===== config.mk =====
export PLATFORM = sky130hd
export DESIGN_NAME = grid_min_step_path
export DESIGN_NICKNAME = d
export VERILOG_FILES = /design/src/rtl/core/gmsp_pkg.sv /design/src/rtl/core/grid_min_step_path.sv /design/src/rtl/core/gmsp_cfg.sv /design/src/rtl/core/gmsp_seq.sv /design/src/rtl/core/gmsp_dp.sv
export SDC_FILE = /design/constraint.sdc
export NUM_CORES = 1
export LEC_CHECK = 0
export BUFFER_PORTS_ARGS = -buffer_cell sky130_fd_sc_hd__buf_2
export CORE_MARGIN = 4
export CORE_UTILIZATION = 56
export DETAILED_ROUTE_END_ITERATION = 10
export PLACE_DENSITY = 0.83
export SLEW_MARGIN = 10
export SYNTH_ARGS = -nofsm -noshare
export SYNTH_HDL_FRONTEND = slang
export SYNTH_SLANG_ARGS = --single-unit

===== constraint.sdc =====
create_clock -name clk -period 6.35 [get_ports clk]
set_input_delay 0.9525 -clock clk [delete_from_list [all_inputs] [get_ports clk]]
set_output_delay 0.9525 -clock clk [all_outputs]
set_load 0.005 [all_outputs]

===== src/rtl/core/gmsp_pkg.sv =====
// gmsp_pkg: shared constants and types for the grid min-step path block
// no dependencies; imported by every module under rtl/core
package gmsp_pkg;

  localparam int MAX_ROWS = 64;
  localparam int MAX_COLS = 64;

  localparam int SIZE_W = 7;                    // width of row_count / col_count
  localparam int ROW_W  = $clog2(MAX_ROWS);
  localparam int COL_W  = $clog2(MAX_COLS);
  localparam int DIST_W = 8;
  localparam int STEP_W = 7;
  localparam int ADDR_W = 3;

  localparam logic [DIST_W-1:0] DIST_UNREACH = '1;
  localparam logic [DIST_W-1:0] DIST_SAT     = DIST_UNREACH - 1'b1;

  // register index taken from paddr[2]
  localparam logic REG_ROW_COUNT = 1'b0;
  localparam logic REG_COL_COUNT = 1'b1;

  // one accepted cell and where it sits in the grid
  typedef struct packed {
    logic [COL_W-1:0] col;
    logic             first_row;
    logic             first_col;
    logic             last;
    logic             blocked;
  } cell_t;

  // grid extent, already clamped, minus one
  typedef struct packed {
    logic [ROW_W-1:0] rows_m1;
    logic [COL_W-1:0] cols_m1;
    logic             restart;
  } grid_cfg_t;

  // stage-1 status seen by the top level
  typedef struct packed {
    logic valid;
    logic last;
  } dp_status_t;

endpackage


===== src/rtl/core/grid_min_step_path.sv =====
// grid_min_step_path: top level, fewest-move monotone path over a streamed grid
// depends on gmsp_pkg, gmsp_cfg, gmsp_seq, gmsp_dp
//
//   channel   signals                         moves
//   cell      cell_valid / cell_stall         blocked, one cell per request
//   result    result_valid / result_stall     reachable, step_count after last cell
//   config    apb psel/penable/pwrite/paddr   row_count @0, col_count @4
//
// one cell per cycle sustained while cell_stall is low; the row memory read is issued as a
// cell is accepted and the update stage works on it the next cycle, and result_valid is
// registered once the update stage moves past the last cell of a grid.
// the row memory has one read port and one write port: one read and one write per cycle.
// reset (rst, synchronous) returns to row 0 column 0; any config write does the same.
// cell_stall rises only while a finished result is held and the next grid end arrives.
module grid_min_step_path (
  input  logic                          clk,
  input  logic                          rst,
  input  logic                          psel,
  input  logic                          penable,
  input  logic                          pwrite,
  input  logic [gmsp_pkg::ADDR_W-1:0]   paddr,
  input  logic [31:0]                   pwdata,
  output logic [31:0]                   prdata,
  output logic                          pready,
  input  logic                          cell_valid,
  output logic                          cell_stall,
  input  logic                          blocked,
  output logic                          result_valid,
  input  logic                          result_stall,
  output logic                          reachable,
  output logic [gmsp_pkg::STEP_W-1:0]   step_count
);
  import gmsp_pkg::*;

  grid_cfg_t         grid_cfg;
  cell_t             cell_info;
  dp_status_t        dp_status;
  logic              accept;
  logic              advance;
  logic              dp_reachable;
  logic [STEP_W-1:0] dp_step_count;

  gmsp_cfg u_cfg (
    .clk      (clk),
    .rst      (rst),
    .psel     (psel),
    .penable  (penable),
    .pwrite   (pwrite),
    .paddr    (paddr),
    .pwdata   (pwdata),
    .prdata   (prdata),
    .pready   (pready),
    .grid_cfg (grid_cfg)
  );

  gmsp_seq u_seq (
    .clk       (clk),
    .rst       (rst),
    .grid_cfg  (grid_cfg),
    .accept    (accept),
    .blocked   (blocked),
    .cell_info (cell_info)
  );

  gmsp_dp u_dp (
    .clk        (clk),
    .rst        (rst),
    .accept     (accept),
    .cell_info  (cell_info),
    .advance    (advance),
    .status     (dp_status),
    .reachable  (dp_reachable),
    .step_count (dp_step_count)
  );

  // update stage only waits when it holds a grid end and the result slot is full
  assign advance    = dp_status.valid && !(dp_status.last && result_valid && result_stall);
  assign cell_stall = dp_status.valid && !advance;
  assign accept     = cell_valid && !cell_stall;

  always_ff @(posedge clk) begin
    if (rst) begin
      result_valid <= 1'b0;
    end else if (advance && dp_status.last) begin
      result_valid <= 1'b1;
    end else if (!result_stall) begin
      result_valid <= 1'b0;
    end
  end

  always_ff @(posedge clk) begin
    if (advance && dp_status.last) begin
      reachable  <= dp_reachable;
      step_count <= dp_step_count;
    end
  end

`ifndef NO_ASSERTIONS
  a_stall_only_when_blocked: assert property (@(posedge clk) disable iff (rst)
    cell_stall |-> (result_valid && result_stall && dp_status.last))
    else $error("cell stall without a held result");

  a_unreachable_zero: assert property (@(posedge clk) disable iff (rst)
    (result_valid && !reachable) |-> (step_count == '0))
    else $error("unreachable result with nonzero step count");

  a_step_bound: assert property (@(posedge clk) disable iff (rst)
    result_valid |-> (step_count <= STEP_W'(126)))
    else $error("step count beyond grid diagonal bound");

  a_result_follows_last: assert property (@(posedge clk) disable iff (rst)
    (advance && dp_status.last) |=> result_valid)
    else $error("grid end did not produce a result");
`endif

endmodule


===== src/rtl/core/gmsp_cfg.sv =====
// gmsp_cfg: apb register file for row_count and col_count, with size clamping
// depends on gmsp_pkg
module gmsp_cfg (
  input  logic                         clk,
  input  logic                         rst,
  input  logic                         psel,
  input  logic                         penable,
  input  logic                         pwrite,
  input  logic [gmsp_pkg::ADDR_W-1:0]  paddr,
  input  logic [31:0]                  pwdata,
  output logic [31:0]                  prdata,
  output logic                         pready,
  output gmsp_pkg::grid_cfg_t          grid_cfg
);
  import gmsp_pkg::*;

  logic [SIZE_W-1:0] row_count;
  logic [SIZE_W-1:0] col_count;
  logic              wr_en;
  logic [SIZE_W-1:0] rows_clamped;
  logic [SIZE_W-1:0] cols_clamped;
  logic [SIZE_W-1:0] rows_m1_wide;
  logic [SIZE_W-1:0] cols_m1_wide;

  assign wr_en = psel && penable && pwrite;
  assign pready = 1'b1;

  always_ff @(posedge clk) begin
    if (rst) begin
      row_count <= SIZE_W'(9);
      col_count <= SIZE_W'(5);
    end else if (wr_en) begin
      case (paddr[2])
        REG_ROW_COUNT: row_count <= pwdata[SIZE_W-1:0];
        REG_COL_COUNT: col_count <= pwdata[SIZE_W-1:0];
        default: ;
      endcase
    end
  end

  always_comb begin
    case (paddr[2])
      REG_ROW_COUNT: prdata = {{(32-SIZE_W){1'b0}}, row_count};
      REG_COL_COUNT: prdata = {{(32-SIZE_W){1'b0}}, col_count};
      default:       prdata = '0;
    endcase
  end

  // zero counts as one, anything above the maximum as the maximum
  always_comb begin
    if (row_count == '0)                    rows_clamped = SIZE_W'(1);
    else if (row_count > SIZE_W'(MAX_ROWS)) rows_clamped = SIZE_W'(MAX_ROWS);
    else                                    rows_clamped = row_count;
    if (col_count == '0)                    cols_clamped = SIZE_W'(1);
    else if (col_count > SIZE_W'(MAX_COLS)) cols_clamped = SIZE_W'(MAX_COLS);
    else                                    cols_clamped = col_count;
  end

  assign rows_m1_wide = rows_clamped - SIZE_W'(1);
  assign cols_m1_wide = cols_clamped - SIZE_W'(1);

  assign grid_cfg.rows_m1 = rows_m1_wide[ROW_W-1:0];
  assign grid_cfg.cols_m1 = cols_m1_wide[COL_W-1:0];
  assign grid_cfg.restart = wr_en;

endmodule


===== src/rtl/core/gmsp_seq.sv =====
// gmsp_seq: row/column position counters for the incoming cell stream
// depends on gmsp_pkg
module gmsp_seq (
  input  logic                 clk,
  input  logic                 rst,
  input  gmsp_pkg::grid_cfg_t  grid_cfg,
  input  logic                 accept,
  input  logic                 blocked,
  output gmsp_pkg::cell_t      cell_info
);
  import gmsp_pkg::*;

  logic [ROW_W-1:0] cur_row;
  logic [COL_W-1:0] cur_col;
  logic             row_end;
  logic             grid_end;

  assign row_end  = (cur_col == grid_cfg.cols_m1);
  assign grid_end = row_end && (cur_row == grid_cfg.rows_m1);

  always_ff @(posedge clk) begin
    if (rst || grid_cfg.restart) begin
      cur_row <= '0;
      cur_col <= '0;
    end else if (accept) begin
      if (grid_end) begin
        cur_row <= '0;
        cur_col <= '0;
      end else if (row_end) begin
        cur_row <= cur_row + 1'b1;
        cur_col <= '0;
      end else begin
        cur_col <= cur_col + 1'b1;
      end
    end
  end

  assign cell_info.col       = cur_col;
  assign cell_info.first_row = (cur_row == '0);
  assign cell_info.first_col = (cur_col == '0);
  assign cell_info.last      = grid_end;
  assign cell_info.blocked   = blocked;

endmodule


===== src/rtl/core/gmsp_dp.sv =====
// gmsp_dp: row distance memory and the per-cell min-plus-one update
// depends on gmsp_pkg; read registered at accept, then update and write-back in stage 1
module gmsp_dp (
  input  logic                        clk,
  input  logic                        rst,
  input  logic                        accept,
  input  gmsp_pkg::cell_t             cell_info,
  input  logic                        advance,
  output gmsp_pkg::dp_status_t        status,
  output logic                        reachable,
  output logic [gmsp_pkg::STEP_W-1:0] step_count
);
  import gmsp_pkg::*;

  logic [DIST_W-1:0] row_mem [MAX_COLS];
  logic [DIST_W-1:0] rd_data;
  logic              fwd_hit;
  logic [DIST_W-1:0] fwd_data;

  logic              s1_valid;
  cell_t             s1;
  logic [DIST_W-1:0] left_dist;
  logic [DIST_W-1:0] diag_dist;

  logic [DIST_W-1:0] up;
  logic [DIST_W-1:0] best;
  logic [DIST_W-1:0] arrive;
  logic [DIST_W-1:0] eff;
  logic              wr_en;

  assign wr_en = advance && !s1.last;

  always_ff @(posedge clk) begin
    if (wr_en) begin
      row_mem[s1.col] <= eff;
    end
    if (accept) begin
      rd_data  <= row_mem[cell_info.col];
      // single-column grid: the cell above is being written this same edge
      fwd_hit  <= wr_en && (s1.col == cell_info.col);
      fwd_data <= eff;
      s1       <= cell_info;
    end
  end

  always_ff @(posedge clk) begin
    if (rst) begin
      s1_valid  <= 1'b0;
      left_dist <= DIST_UNREACH;
      diag_dist <= DIST_UNREACH;
    end else begin
      if (accept) begin
        s1_valid <= 1'b1;
      end else if (advance) begin
        s1_valid <= 1'b0;
      end
      if (wr_en) begin
        left_dist <= eff;
        diag_dist <= up;
      end
    end
  end

  always_comb begin
    up = s1.first_row ? DIST_UNREACH : (fwd_hit ? fwd_data : rd_data);
    best = up;
    if (!s1.first_col && left_dist < best) begin
      best = left_dist;
    end
    if (!s1.first_row && !s1.first_col && diag_dist < best) begin
      best = diag_dist;
    end
    if (s1.first_row && s1.first_col) begin
      arrive = '0;
    end else if (best == DIST_UNREACH) begin
      arrive = DIST_UNREACH;
    end else if (best < DIST_SAT) begin
      arrive = best + 1'b1;
    end else begin
      arrive = DIST_SAT;
    end
    eff = s1.blocked ? DIST_UNREACH : arrive;
  end

  assign reachable     = (arrive != DIST_UNREACH);
  assign step_count    = reachable ? arrive[STEP_W-1:0] : '0;
  assign status.valid  = s1_valid;
  assign status.last   = s1.last;

endmodule


; After elaboration in Yosys (flattened, before gate mapping)
; Memories as Yosys holds them, arrays and structs flattened. A register that Yosys moved wholly into a read port is not among the register bits.
; Index checks and enable logic that the tools add are counted.
; W data, S select, Z words.
[word_totals]
ram_bits = 512
ff_bits = 71
memories = 1
[classes]
add_sub_neg = 5
reduce_logical = 31
n_eq_ne = 6
n_lt_le_gt_ge = 5
n_bitwise = 1
mux = 23
[mem_list]
columns = name, words, width, rd, rd_clocked_by_memory_dff, wr, line_no
row1 = u_dp.row_mem, 64, 8, 1, 1, 1, gmsp_dp.sv:15  ; logic [DIST_W-1:0] row_mem [MAX_COLS];
[ops]
columns = op, count
row1 = $mux W8, 8
row2 = $pmux W32 S2, 1
row3 = $mux W6, 8
row4 = $eq A6 B6 Y1, 3
row5 = $lt A8 B8 Y1, 2
row6 = $logic_and A1 B1 Y1, 15
row7 = $gt A7 B7 Y1 const B, 2
row8 = $logic_not A7 Y1, 2
row9 = $add A6 B1 Y6 const B, 2
row10 = $logic_not A6 Y1, 2
row11 = $sub A6 B1 Y6 const B, 2
row12 = $add A8 B1 Y8 const B, 1
row13 = $eq A8 B8 Y1 const B, 1
row14 = $lt A8 B8 Y1 const B, 1
row15 = $ne A8 B8 Y1 const B, 1
row16 = $logic_not A1 Y1, 6
row17 = $mux W1, 6
row18 = $reduce_and A2 Y1, 3
row19 = $reduce_bool A2 Y1, 2
row20 = $ne A2 B1 Y1 const B, 1
row21 = $logic_or A1 B1 Y1, 1
row22 = $not A1 Y1, 1

; Depth between registers and ports, before layout
[depth]
word_depth = 13
depth_mapped = 29
ltp_nobuf = 26

; Cells and area by module
; A second synthesis with hierarchy kept.
[hier_totals]
cells_unflattened = 1348
area_unflattened_um2 = 24747.5
[modules_own_cells]
columns = module, area_each_um2, instances, seq_area_each_um2, cells_per_inst
row1 = gmsp_dp, 22607.9, 1, 16525.8, 1108
row2 = gmsp_cfg, 1069.8, 1, 280.3, 134
row3 = gmsp_seq, 768.2, 1, 240.2, 89
row4 = grid_min_step_path, 301.5, 1, 260.2, 17

; Worst setup path after synthesis
; OpenSTA, ideal clock, no wires.
[synth_path]
kind = register to register
startpoint = register u_dp.fwd_hit
endpoint = register u_dp.fwd_data[6] (data pin)
arrival_ns = 6.135
setup_ns = 0.358
setup_slack_ns = -0.143
path_stages_with_launch = 26
cell_sequence = edfxtp_1 > buf_4 > clkbuf_1 > nor2b_1 > a211oi_1 > ha_1 > a211oi_1 > o21ai_0 > a211oi_4 > buf_2 > mux2i_1 > ha_1 > a2111oi_0 > o21a_1 > nand3_1 > mux2_2 > nand2_1 > nand2_1 > o21ai_0 > ha_1 > clkbuf_1 > a31oi_1 > a221o_1 > a2bb2oi_1 > nand2_1 > nand2_1
[synth_via]
elab_chain_cells = 13
[synth_lines]
columns = element, line_no
row1 = "start, declared", gmsp_dp.sv:17  ; logic fwd_hit;
row2 = "start signal, assigned", gmsp_dp.sv:40  ; fwd_hit <= wr_en && (s1.col == cell_info.col);
row3 = $mux W8 * (2 in a row), gmsp_dp.sv:65  ; up = s1.first_row ? DIST_UNREACH : (fwd_hit ? fwd_data : rd_data);
row4 = $lt A8 B8 Y1, gmsp_dp.sv:67  ; if (!s1.first_col && left_dist < best) begin
row5 = $logic_and A1 B1 Y1, gmsp_dp.sv:67
row6 = $mux W8 *, gmsp_dp.sv:67
row7 = $lt A8 B8 Y1, gmsp_dp.sv:70  ; if (!s1.first_row && !s1.first_col && diag_dist < best) begin
row8 = $logic_and A1 B1 Y1, gmsp_dp.sv:70
row9 = $mux W8 *, gmsp_dp.sv:70
row10 = $add A8 B1 Y8 or $lt A8 B8 Y1 (tied branches), "gmsp_dp.sv:78, gmsp_dp.sv:77"
row11 = $mux W8, gmsp_dp.sv:77  ; end else if (best < DIST_SAT) begin
row12 = $mux W8 *, gmsp_dp.sv:75  ; end else if (best == DIST_UNREACH) begin
row13 = $mux W8 *, gmsp_dp.sv:73  ; if (s1.first_row && s1.first_col) begin
row14 = $mux W8 *, gmsp_dp.sv:82  ; eff = s1.blocked ? DIST_UNREACH : arrive;
row15 = net u_dp.eff[6], gmsp_dp.sv:28  ; logic [DIST_W-1:0] eff;
row16 = "end signal, assigned", gmsp_dp.sv:41  ; fwd_data <= eff;
row17 = "end, declared", gmsp_dp.sv:18  ; logic [DIST_W-1:0] fwd_data;
; The timed path passes the listed nets; every way through them passes the cells marked *.
; A chain may end at the register's enable or synchronous reset.

; Final worst setup path
[layout_path]
startpoint = register u_dp.rd_data[5], read port of u_dp.row_mem
endpoint = memory u_dp.row_mem[13][4] (data pin)
[layout_via]
elab_chain_cells = 13
[layout_lines]
columns = element, line_no
row1 = "start, declared", gmsp_dp.sv:16  ; logic [DIST_W-1:0] rd_data;
row2 = $mux W8 * (2 in a row), gmsp_dp.sv:65
row3 = $lt A8 B8 Y1, gmsp_dp.sv:67
row4 = $logic_and A1 B1 Y1, gmsp_dp.sv:67
row5 = $mux W8 *, gmsp_dp.sv:67
row6 = $lt A8 B8 Y1, gmsp_dp.sv:70
row7 = $logic_and A1 B1 Y1, gmsp_dp.sv:70
row8 = $mux W8 *, gmsp_dp.sv:70
row9 = $add A8 B1 Y8 or $lt A8 B8 Y1 (tied branches), "gmsp_dp.sv:78, gmsp_dp.sv:77"
row10 = $mux W8, gmsp_dp.sv:77
row11 = $mux W8 *, gmsp_dp.sv:75
row12 = $mux W8 *, gmsp_dp.sv:73
row13 = $mux W8 *, gmsp_dp.sv:82
row14 = net u_dp.eff[4], gmsp_dp.sv:28
row15 = "end, declared", gmsp_dp.sv:15
; Marks and branches as above.

==> metrics.md <==
| Metric | Value |
|---|---|
| CP Launch Type | flop |
| Worst setup path category | flop to flop |
| TNS Setup | 0 ns |
| Ys Warns | 0 |
| Final worst slack | between 0.3 and 0.4 ns |
| Total core area | about 0.043 mm² |
| Worst min path class | input port to flop |
| Area contributors post-synth | edfxtp_1, mux4_2, dfxtp_1 |
| CTS Buf Count | 56 |
| Layout cells sized above 1 | 24.05% |
| Final Slew Violations | 0 |
| Die Y-Extent | between 200 and 250 µm |
| Final period util | 95.15% |
| Reg area | 0.01732 mm² |
| Status | completed |
| Syn Inst Count | about 1.4k |
| HP Start | blocked |
| Syn avg cell area | 17.90 µm² |
| Synth async-reset ratio | 0% |
| Nets | about 1.5k |
| Starting Density | between 50 and 60% |
| Layout area overhead | 10.96% |
| Arrival @ worst endpoint | approximately 6.3 ns |
| Slew @ Worst Pin | roughly 1.0 ns |
| Fin Clk Skew | 0.04536 ns |
| WL final | approximately 53000 µm |
| Unique cell type count in the Yosys netlist | 60 |
| Max Clock Freq | 165.5 MHz |
| Top Ports | 86 |
| Layout Cells excl Fill | around 2.1k |
| Fill cells | just under 3k |
| Synthesis-stage register bit count | 591 |
| PD cells | a little over 300 mW/mm² |
| Largest net degree at the start of global routing | 67 |
| Worst setup EP type | flop |
| CTS Hold Buffers Added | 0 |
| DRT antenna net count | 0 |
| Vias after detailed routing | ~13k |
| Req. time, crit path | ~6.7 ns |
| Clk sinks | approximately 590 |
| DP Worst Slack | about 0.12 ns |
| CTS tree | yes |
| Clock latency on the worst-skew pair | ~0.63 ns |
| Clock-pin slew on the worst setup and hold paths | approximately 0.07 ns |
| Share of the synthesized area in the top cell type | 66.21% |
| # rows | between 70 and 80 |
| RD Place Congestion | ~0.85 |
| Finished Cell Area | 0.02753 mm² |
| HPWL after DPL | roughly 32000 µm |
| Placed cell count | roughly 2k |
| DRC errors left | 0 |
| Total grt overflow | 0 |
| Synth area leader | edfxtp_1 |
| Post-synthesis sequential area ratio | between 60 and 70% |
| CTS Root Cell | clkbuf_16 |
| Synth Cell Area | 0.02481 mm² |
| GRT Total Usage | 22.82% |
| Clock Path Buffers | 3 |
| Setup crit start | u_dp.rd_data[5] |
| Worst r2r src | u_dp.rd_data[5] |
| Top_reg_cell synth | edfxtp_1 |
| RSZ-0062 raised after global routing | false |
| Die width | about 220 µm |
| Hold Violations, Final | 0 |
| Crit Path Max Fanout | 65 |
| # diodes | 0 |
| Initial DRC Count | roughly 1.6k |
| Multi-input logic area | about 0.0071 mm² |
| Min cycle time layout | slightly above 6 ns |
| Dpl cell area | 0.02563 mm² |
| Vias in the first global route | 13.25k |
| Worst VDD drop | ~0.00029 V |
| Die Footprint | 0.04773 mm² |
| Port Buf Inserts | 32 |
| H-Tree Level Count | 2 |
| Vias per Instance | between 6 and 7 |
| Setup-failing EPs final | 0 |
| EDFF count, synth | between 500 and 600 |
| Routed len/inst | about 26 µm |
| Relative slew slack | just over 30% |
| Total leakage power | a little under 0.009 µW |
| First-pass GRT wire length | around 80000 µm |
| Max Cap Viol | 0 |
| Drt pass-1 iters | 7 |
| Initial antenna violation count | 0 |
| Count leader, synth | edfxtp_1 |
| Top cells by count, synth | edfxtp_1, mux4_2, nor2_1 |
[flip-flops by register name, summed over array words and instances, names as in the netlist]
| name | cells |
|---|---|
| u_dp.left_dist | 8 |
| u_seq.cur_col | 6 |
| u_seq.cur_row | 6 |
| u_dp.s1_valid | 1 |
| step_count | 7 |
| u_cfg.row_count | 7 |
| reachable | 1 |
| u_dp.rd_data | 8 |
| u_dp.status | 1 |
| u_cfg.col_count | 7 |
| u_dp.row_mem | 512 |
| u_dp.fwd_data | 8 |
| u_dp.fwd_hit | 1 |
| result_valid | 1 |
| u_dp.diag_dist | 8 |
| u_dp.s1 | 9 |
[report_power, final]
group          leakage (µW)  internal, µW  switching [µW]
Combinational       0.00253           296             398
Clock              0.000893          1880            1460
Sequential          0.00525          4360            53.3
Total               0.00868          6530            1910
[worst max-delay path, cell delays in order, from the launching register on]
cell       delay, ns
edfxtp_1        0.39
nor2b_1         0.14
a211oi_1        0.42
ha_1            0.34
a211oi_1        0.22
o21ai_0         0.21
a211oi_4        0.28
buf_12          0.16
mux2i_1         0.20
ha_1            0.26
a2111oi_0       0.41
o21a_1          0.24
nand3_1         0.10
mux2_2          0.37
nand2_1         0.13
nand2_1         0.06
o21ai_0         0.09
ha_1            0.18
buf_4           0.20
and3_1          0.19
nand3_1         0.07
o21ai_0         0.08
nand2_1         0.08
o2111a_1        0.14
or2_2           0.31
nand2_1         0.12
nand2_2         0.10
buf_12          0.21
[routing by layer]
layer	up-vias	wire length, µm	track usage [%]
li1	5628	-	-
met3	114	3893	3.490
met4	0	1540	6.214
met5	-	0	0
met2	650	26780	37.91
met1	6784	20680	32.20
[cell usage in the layout (no fill, tap or decap), drive strengths merged, types with 7 or more instances in the layout]
master,netlist,routed
a211o,22,22
a211oi,14,14
a21oi,37,37
a31oi,9,9
and2,7,7
and3,13,13
buf,56,62
clkbuf,38,60
clkinv,0,27
conb,2,26
dfxtp,44,44
edfxtp,547,547
ha,21,21
inv,19,23
mux2,16,16
mux2i,15,15
mux4,165,165
nand2,63,63
nand2b,9,9
nand3,18,18
nand3b,7,7
nand4,19,19
nor2,113,113
nor2b,22,22
nor3,9,9
o21ai,15,15
xnor2,14,14
xor2,15,15
[timing repair]
action                     in CTS  in global routing
gates resized for setup         0                  3
hold endpoints to repair        0                  0
buffers inserted                0                  4
setup endpoints to repair       0                333
[worst paths after layout]
path         slack [ns]  depth (start not counted)                   to
max                0.31                         27  u_dp.row_mem[13][4]
max reg2reg        0.31                         27  u_dp.row_mem[13][4]
min                0.52                          1           u_dp.s1[0]
min reg2reg        0.52                          2   u_cfg.col_count[1]
[through the flow]
step	hold slack, ns	total power, µW	util, %
CTS	0.4950	8469	63.22
global placement	0.4934	5148	58.99
detailed placement	0.5138	5177	58.99
finish	0.5199	8436	63.35
floorplan	0.4064	4963	-
global route	0.5009	8714	63.35
[cell type report]
type,instances,area share [%]
clock buffer,60,5.145
clock inverter,42,1.541
inverter,19,0.2591
multi-input combinational,706,25.76
sequential,591,62.91
tap,585,2.659
timing repair buffer,62,1.732
[cell families (layout without fill, tap and decap cells)]
group / Yosys count / count (layout) / synth area share, %
compound gates: 136 / 136 / 3.873
xor+xnor: 29 / 29 / 1.024
fa+ha+maj: 21 / 21 / 1.059
buf+inv: 113 / 183 / 2.143
flops: 591 / 591 / 69.76
mux: 196 / 196 / 16.33
other cells: 2 / 26 / 0.03027
simple gates: 298 / 298 / 5.785
No activity file was read; power rests on OpenSTA's default activity.
